## config.mk

```make
export PLATFORM = sky130hd
export DESIGN_NAME = scg_sweep
export DESIGN_NICKNAME = d
export VERILOG_FILES = /design/src/rtl/scg_pkg.sv /design/src/rtl/scg_sweep.sv
export SDC_FILE = /design/constraint.sdc
export NUM_CORES = 1
export LEC_CHECK = 0
export BUFFER_PORTS_ARGS = -buffer_cell sky130_fd_sc_hd__buf_2
export CORE_ASPECT_RATIO = 0.9
export CORE_MARGIN = 5
export CORE_UTILIZATION = 50
export DETAILED_ROUTE_END_ITERATION = 10
export GPL_ROUTABILITY_DRIVEN = 0
export PLACE_DENSITY = 0.75
export SLEW_MARGIN = 40
export SYNTH_ARGS = -nofsm -noshare
export SYNTH_HDL_FRONTEND = slang
export SYNTH_SLANG_ARGS = --single-unit
```

## constraint.sdc

```tcl
create_clock -name i_clk -period 5.5 [get_ports i_clk]
set_clock_uncertainty 0.05 [all_clocks]
set_input_delay 0.55 -clock i_clk [delete_from_list [all_inputs] [get_ports i_clk]]
set_output_delay 0.55 -clock i_clk [all_outputs]
set_load 0.005 [all_outputs]
```

## src/rtl/scg_pkg.sv

```systemverilog
`timescale 1ns / 1ps

package scg_pkg;

    // grid store geometry
    localparam int MAX_COLS = 64;
    localparam int MAX_ROWS = 64;
    localparam int DEPTH    = MAX_COLS * MAX_ROWS;
    localparam int COL_W    = $clog2(MAX_COLS);
    localparam int ROW_W    = $clog2(MAX_ROWS);
    localparam int ADDR_W   = $clog2(DEPTH);

    // fixed field widths
    localparam int SIZE_W  = 7;
    localparam int CELL_W  = 6;
    localparam int COST_W  = 8;
    localparam int SHIFT_W = 16;
    localparam int ORG_W   = 32;
    localparam int CFG_IDX_W = 2;

    // width for size limits and counter compares
    localparam int LIM_W = ((SIZE_W > COL_W) ? SIZE_W : COL_W) +
                           ((ROW_W > COL_W) ? ROW_W - COL_W : 0) + 1;
    // width for signed source coordinates
    localparam int SRC_W = ((COL_W > SHIFT_W) ? COL_W : SHIFT_W) +
                           ((ROW_W > COL_W) ? ROW_W - COL_W : 0) + 2;

    typedef enum logic [1:0] {
        CMD_READ  = 2'd0,
        CMD_WRITE = 2'd1,
        CMD_SHIFT = 2'd2,
        CMD_CLEAR = 2'd3
    } t_cmd;

    typedef enum logic [CFG_IDX_W-1:0] {
        CFG_DEFAULT_COST  = 2'd0,
        CFG_WIDTH_IN_USE  = 2'd1,
        CFG_HEIGHT_IN_USE = 2'd2
    } t_cfg_idx;

    typedef enum logic [1:0] {
        SW_IDLE,
        SW_RUN,
        SW_DRAIN
    } t_sw_state;

    typedef enum logic [1:0] {
        KIND_INIT,
        KIND_CLEAR,
        KIND_SHIFT
    } t_sw_kind;

    // one cycle of memory traffic
    typedef struct packed {
        logic              rd_en;
        logic [ADDR_W-1:0] rd_addr;
        logic              wr_en;
        logic [ADDR_W-1:0] wr_addr;
        logic              wr_use_q;
        logic [COST_W-1:0] wr_value;
    } t_mem_req;

    // request to start a sweep over the grid
    typedef struct packed {
        logic                      start;
        logic                      is_shift;
        logic signed [SHIFT_W-1:0] dx;
        logic signed [SHIFT_W-1:0] dy;
    } t_sweep_cmd;

    // size in use, capped at the store size
    function automatic logic [LIM_W-1:0] used_limit(input logic [SIZE_W-1:0] size,
                                                    input int maxv);
        logic [LIM_W-1:0] res;
        if (int'(size) > maxv) begin
            res = LIM_W'(maxv);
        end else begin
            res = LIM_W'(size);
        end
        return res;
    endfunction

    // row-major store address of a cell
    function automatic logic [ADDR_W-1:0] cell_addr(input logic [ROW_W-1:0] y,
                                                   input logic [COL_W-1:0] x);
        return ADDR_W'(ADDR_W'(y) * ADDR_W'(MAX_COLS) + ADDR_W'(x));
    endfunction

endpackage

```

## src/rtl/scg_sweep.sv

```systemverilog
`timescale 1ns / 1ps

module scg_sweep (
    input  logic                        i_clk,
    input  logic                        i_rst_n,
    input  scg_pkg::t_sweep_cmd         i_cmd,
    input  logic [scg_pkg::LIM_W-1:0]   i_cols,
    input  logic [scg_pkg::LIM_W-1:0]   i_rows,
    input  logic [scg_pkg::COST_W-1:0]  i_default_cost,
    output logic                        o_busy,
    output logic                        o_done,
    output scg_pkg::t_mem_req           o_req
);
    import scg_pkg::*;

    t_sw_state r_state, n_state;
    t_sw_kind  r_kind;

    logic [COL_W-1:0]          r_x;
    logic [ROW_W-1:0]          r_y;
    logic [LIM_W-1:0]          r_lim_cols;
    logic [LIM_W-1:0]          r_lim_rows;
    logic                      r_desc;
    logic signed [SHIFT_W-1:0] r_dx;
    logic signed [SHIFT_W-1:0] r_dy;

    // write-back stage
    logic              r_wb_valid;
    logic [ADDR_W-1:0] r_wb_addr;
    logic              r_wb_use_q;
    logic [COST_W-1:0] r_wb_value;

    logic             row_end;
    logic             last_cell;
    logic             zero_size;
    logic [SRC_W-1:0] sx;
    logic [SRC_W-1:0] sy;
    logic             src_ok;

    // position tests for the scan order
    always_comb begin
        if (r_desc) begin
            row_end   = (r_x == '0);
            last_cell = row_end && (r_y == '0);
        end else begin
            row_end   = (LIM_W'(r_x) == r_lim_cols - LIM_W'(1));
            last_cell = row_end && (LIM_W'(r_y) == r_lim_rows - LIM_W'(1));
        end
        zero_size = (i_cols == '0) || (i_rows == '0);
    end

    // source cell of a shift and whether it lies inside the size in use
    always_comb begin
        sx = SRC_W'(r_x) + SRC_W'(r_dx);
        sy = SRC_W'(r_y) + SRC_W'(r_dy);
        src_ok = !sx[SRC_W-1] && (sx < SRC_W'(r_lim_cols)) &&
                 !sy[SRC_W-1] && (sy < SRC_W'(r_lim_rows));
    end

    // next state
    always_comb begin
        n_state = r_state;
        case (r_state)
            SW_IDLE: begin
                if (i_cmd.start) begin
                    n_state = zero_size ? SW_DRAIN : SW_RUN;
                end
            end
            SW_RUN: begin
                if (last_cell) begin
                    n_state = SW_DRAIN;
                end
            end
            SW_DRAIN: begin
                n_state = SW_IDLE;
            end
            default: begin
                n_state = SW_IDLE;
            end
        endcase
    end

    // outputs
    always_comb begin
        o_busy = (r_state != SW_IDLE);
        o_done = (r_state == SW_DRAIN) && (r_kind != KIND_INIT);
        o_req.rd_en    = (r_state == SW_RUN) && (r_kind == KIND_SHIFT) && src_ok;
        o_req.rd_addr  = cell_addr(sy[ROW_W-1:0], sx[COL_W-1:0]);
        o_req.wr_en    = r_wb_valid;
        o_req.wr_addr  = r_wb_addr;
        o_req.wr_use_q = r_wb_use_q;
        o_req.wr_value = r_wb_value;
    end

    // control state; reset starts the clearing pass over the whole store
    always_ff @(posedge i_clk) begin
        if (!i_rst_n) begin
            r_state    <= SW_RUN;
            r_kind     <= KIND_INIT;
            r_x        <= '0;
            r_y        <= '0;
            r_lim_cols <= LIM_W'(MAX_COLS);
            r_lim_rows <= LIM_W'(MAX_ROWS);
            r_desc     <= 1'b0;
            r_dx       <= '0;
            r_dy       <= '0;
            r_wb_valid <= 1'b0;
        end else begin
            r_state    <= n_state;
            r_wb_valid <= (r_state == SW_RUN);
            if (r_state == SW_IDLE && i_cmd.start) begin
                r_kind     <= i_cmd.is_shift ? KIND_SHIFT : KIND_CLEAR;
                r_lim_cols <= i_cols;
                r_lim_rows <= i_rows;
                r_dx       <= i_cmd.dx;
                r_dy       <= i_cmd.dy;
                // scan downward when sources sit below their destinations
                if (i_cmd.is_shift && (i_cmd.dy[SHIFT_W-1] ||
                        (i_cmd.dy == '0 && i_cmd.dx[SHIFT_W-1]))) begin
                    r_desc <= 1'b1;
                    r_x    <= COL_W'(i_cols - LIM_W'(1));
                    r_y    <= ROW_W'(i_rows - LIM_W'(1));
                end else begin
                    r_desc <= 1'b0;
                    r_x    <= '0;
                    r_y    <= '0;
                end
            end else if (r_state == SW_RUN && !last_cell) begin
                if (r_desc) begin
                    if (row_end) begin
                        r_x <= COL_W'(r_lim_cols - LIM_W'(1));
                        r_y <= r_y - ROW_W'(1);
                    end else begin
                        r_x <= r_x - COL_W'(1);
                    end
                end else begin
                    if (row_end) begin
                        r_x <= '0;
                        r_y <= r_y + ROW_W'(1);
                    end else begin
                        r_x <= r_x + COL_W'(1);
                    end
                end
            end
        end
    end

    // write-back payload, used in the cycle after the source read
    always_ff @(posedge i_clk) begin
        r_wb_addr  <= cell_addr(r_y, r_x);
        r_wb_use_q <= (r_kind == KIND_SHIFT) && src_ok;
        r_wb_value <= (r_kind == KIND_INIT) ? '0 : i_default_cost;
    end

endmodule

```

==> out/qor.yml <==
setup_path:
  slowest_stage: "or4b_2"
  critPathTopFamily: "compound AO/OA/AOI/OAI gates"
  rrSetupSlack_ps: 1510
  slowest_delay_ps: 620
  rr_worst_depth: 14
  rr_startpoint: "r_x[2]$_SDFFE_PN0P_"
  cp-end-kind: "output pin"
  crit_required_ps: 4900
  worstPathCellList: "ha_1, o21ai_0, o21bai_1, a21o_1, a21oi_2, nand2b_1, xnor2_1, ha_1, or4b_2, a211oi_1, o2111ai_1, a2111oi_0, o2111ai_1, nor4_1, buf_2"
  crit_arrival_ps: 4460
  worstPathMaxFanout: 10
  timing.rr.end: "r_wb_use_q$_DFF_P_"
  timing.critical_path.from: "r_x[2]$_SDFFE_PN0P_"
  cp-endpoint: "o_req[34]"
  worst-path-stages: 15
  crit_type: "register to output pin"
  crit_buf_inv: 1
  cp-start-kind: "register"
cells_and_area:
  drive_above_1_share: 0.180
  num_antenna_cells: 0
  syn_to_final_growth_pct: 15.5
  layoutNonFillerInstCount: 866
  fin_nets: 835
cts:
  clockBufferDepth: 2
  clock_latency_ps: 340
  clkTransAtPathRegs_ps: 60
  cts_tree: "yes"
  cts_root_buffer: "clkbuf_16"
  cts_buffers: 9
  cts.htree.levels: 3
  cts_hold_buffers: 0
  cts.sinks: 87
timing:
  tightest_slew_ps: 743
  whs_ps: 373
  post-route-min-period_ps: 5060
  max_freq_mhz: 197
  setup_tns_ps: 0
  final_hold_viol_count: 0
  drv_slew: 0
  relSlewSlack: 0.503
  setup_viol: 0
  fin_crit_sh: 0.921
  fin_ws_ps: 436
  rsz0062_at_grt: "false"
outcome:
  status: "finished, final reports clean"
synthesis:
  synth_cell_types: 72
  synth_async_sr_flop_share: 0
  yosysWarningCount: 0
  yosysTopAreaCell: "dfxtp_1"
  ys_dominant_reg_cell: "dfxtp_1"
  yosysMostFrequentCell: "nand2_1"
  synth_nets: 756
  netlist_instances: 654
  synthesis.area_um2: 5290
  ys_ff_latch: 87
  synth_edf_count: 0
  avgSynthCellArea_um2: 8.09
  synth.area.top_cells: "dfxtp_1 (33%), ha_1 (9.2%), nand2_1 (8.2%)"
  synth.yosys.seq_area_share: 0.329
  yosysTopAreaCellShare: 0.329
  synth_common_cells: "nand2_1 (116), dfxtp_1 (87), a21oi_1 (72), ha_1 (39), nor2_1 (34)"
grt:
  met3_usage: 0.0436
  grt_use_total: 0.218
  grt.met2_usage: 0.377
  grt-busiest-layer: "met2"
  grt_antenna_before_repair: 0
  met1_usage: 0.276
  grt_pass1_wl_mm: 23.0
  grt_pass1_vias: 4811
  grt_max_degree: 65
  grt_overflow: 0
power_and_ir_drop:
  p_int_mw: 1.08
  switchingPower_mw: 0.326
  combPwrFrac: 0.093
  p_clk_frac: 0.441
  p_leak_nw: 2.55
  ir_worst_vdd_v: 0.000169
  switching_share: 0.232
  power_frac_seq: 0.465
  powerDensity_nw_per_um2: 230
drt:
  drt-initial-drc-count: 313
  first_pass_iters: 5
  drcViolationCount: 0
  wl_per_cell_um: 16.1
  vias_per_cell: 5.69
  num_vias: 4927
  drt_wl_total_mm: 13.9
  postRouteAntennaNets: 0
placement:
  dp.cells: 851
  port_buffers: 96
  dpl.hpwl_mm: 10.4
  dpl_worst_slack_ps: 685
floorplanning:
  placement_rows: 35
  die_area_um2: 12700
  die_w_um: 118
  io-pin-count: 97
  die_y_um: 108
  fp.coreArea_um2: 10300
  start_util: 0.514
run:
  maxCapViolCount: 0
hold_path:
  min-delay-path-class: "input pin to register"
  min_from: "i_default_cost[3]"
[placed cells by master (no fill, tap or decap), types with 6 or more instances in the layout]
master | synthesis | routed
a211oi_1 | 7 | 7
a21o_1 | 11 | 11
a21oi_1 | 72 | 71
buf_2 | 0 | 96
clkbuf_16 | 0 | 9
dfxtp_1 | 87 | 86
ha_1 | 39 | 39
inv_1 | 32 | 32
mux2i_1 | 6 | 6
nand2_1 | 116 | 116
nand3_1 | 13 | 13
nand4_1 | 6 | 6
nor2_1 | 34 | 34
nor2b_1 | 12 | 12
nor3_1 | 15 | 15
nor4_1 | 10 | 10
o21ai_0 | 18 | 18
o22ai_1 | 11 | 11
xnor2_1 | 26 | 26
xor2_1 | 20 | 20
[stage by stage]
stage / cell area [um2] / total power [mW] / util
final: 6110 / 1.40 / 0.594
after global routing: 6110 / 1.46 / 0.594
after CTS: 6100 / 1.42 / 0.593
after detailed placement: 5810 / 0.795 / 0.564
after global placement: 5810 / 0.792 / 0.564
after floorplan: 5290 / 0.742 / -
[worst min path at each step]
stage / to / slack (ps) / cells past startpoint
2_1_floorplan: r_wb_addr[2]$_DFF_P_ / 300 / 0
3_3_place_gp: r_state[1]$_SDFFE_PN0P_ / 390 / 1
3_5_place_dp: r_dy[0]$_SDFFE_PN0P_ / 410 / 2
4_1_cts: r_wb_value[3]$_SDFF_PN0_ / 360 / 2
5_1_grt: r_wb_value[3]$_SDFF_PN0_ / 360 / 2
6_report: r_wb_value[3]$_SDFF_PN0_ / 370 / 2
[worst register-to-register path, cell delays in order (launching register included)]
cell	delay, ps
dfxtp_1	540
ha_1	360
o21ai_0	180
o21bai_1	80
a21o_1	230
a21oi_2	250
nand2b_1	150
xnor2_1	70
ha_1	180
or4b_2	620
a211oi_1	200
o2111ai_1	130
a2111oi_0	420
o2111ai_1	220
nor3_1	220
[cell type report]
class | count | area, um2
timing repair buffer | 99 | 503
clock buffer | 13 | 260
fill | 908 | 4180
multi-input combinational | 503 | 3280
inverter | 33 | 124
clock inverter | 2 | 38.8
sequential | 87 | 1740
tap | 129 | 161
[per-layer routing]
layer / routed length (um) / share of wire / vias to the layer above
li1: - / - / 2450
met1: 6180 / 0.44 / 2298
met2: 6770 / 0.49 / 158
met3: 771 / 0.055 / 21
met4: 200 / 0.014 / 0
met5: 0 / 0 / -
[timing repair]
action / CTS / global route
hold endpoints to repair: 0 / 0
endpoints found under the setup margin: 0 / 1
buffers inserted: 0 / 0
gates resized for setup: 0 / 2
[logic make-up (layout without fill, tap and decap cells)]
| kind of cell | Yosys count | after routing | synth area share |
|---|---|---|---|
| fa+ha+maj | 42 | 42 | 0.104 |
| flops | 87 | 87 | 0.329 |
| mux | 7 | 7 | 0.0135 |
| compound gates | 163 | 163 | 0.197 |
| simple gates | 243 | 243 | 0.220 |
| xor+xnor | 48 | 48 | 0.0847 |
| buf+inv | 64 | 147 | 0.0520 |
[power by group through the flow]
stage | clock network (mW) | logic (mW) | registers (mW)
CTS | 0.635 | 0.130 | 0.653
finish | 0.619 | 0.131 | 0.653
global placement | 0 | 0.126 | 0.666
detailed placement | 0 | 0.129 | 0.667
global route | 0.662 | 0.145 | 0.655
floorplan | 0 | 0.0802 | 0.661
[flip-flops by register name (all words and copies together), names as in the netlist, 2 cells and up]
signal,cells
r_x,6
r_dx,16
r_wb_addr,12
r_lim_cols,8
r_state,2
r_kind,2
r_lim_rows,8
r_wb_value,8
r_y,6
r_dy,16
No activity file was read; power rests on OpenSTA's default activity.
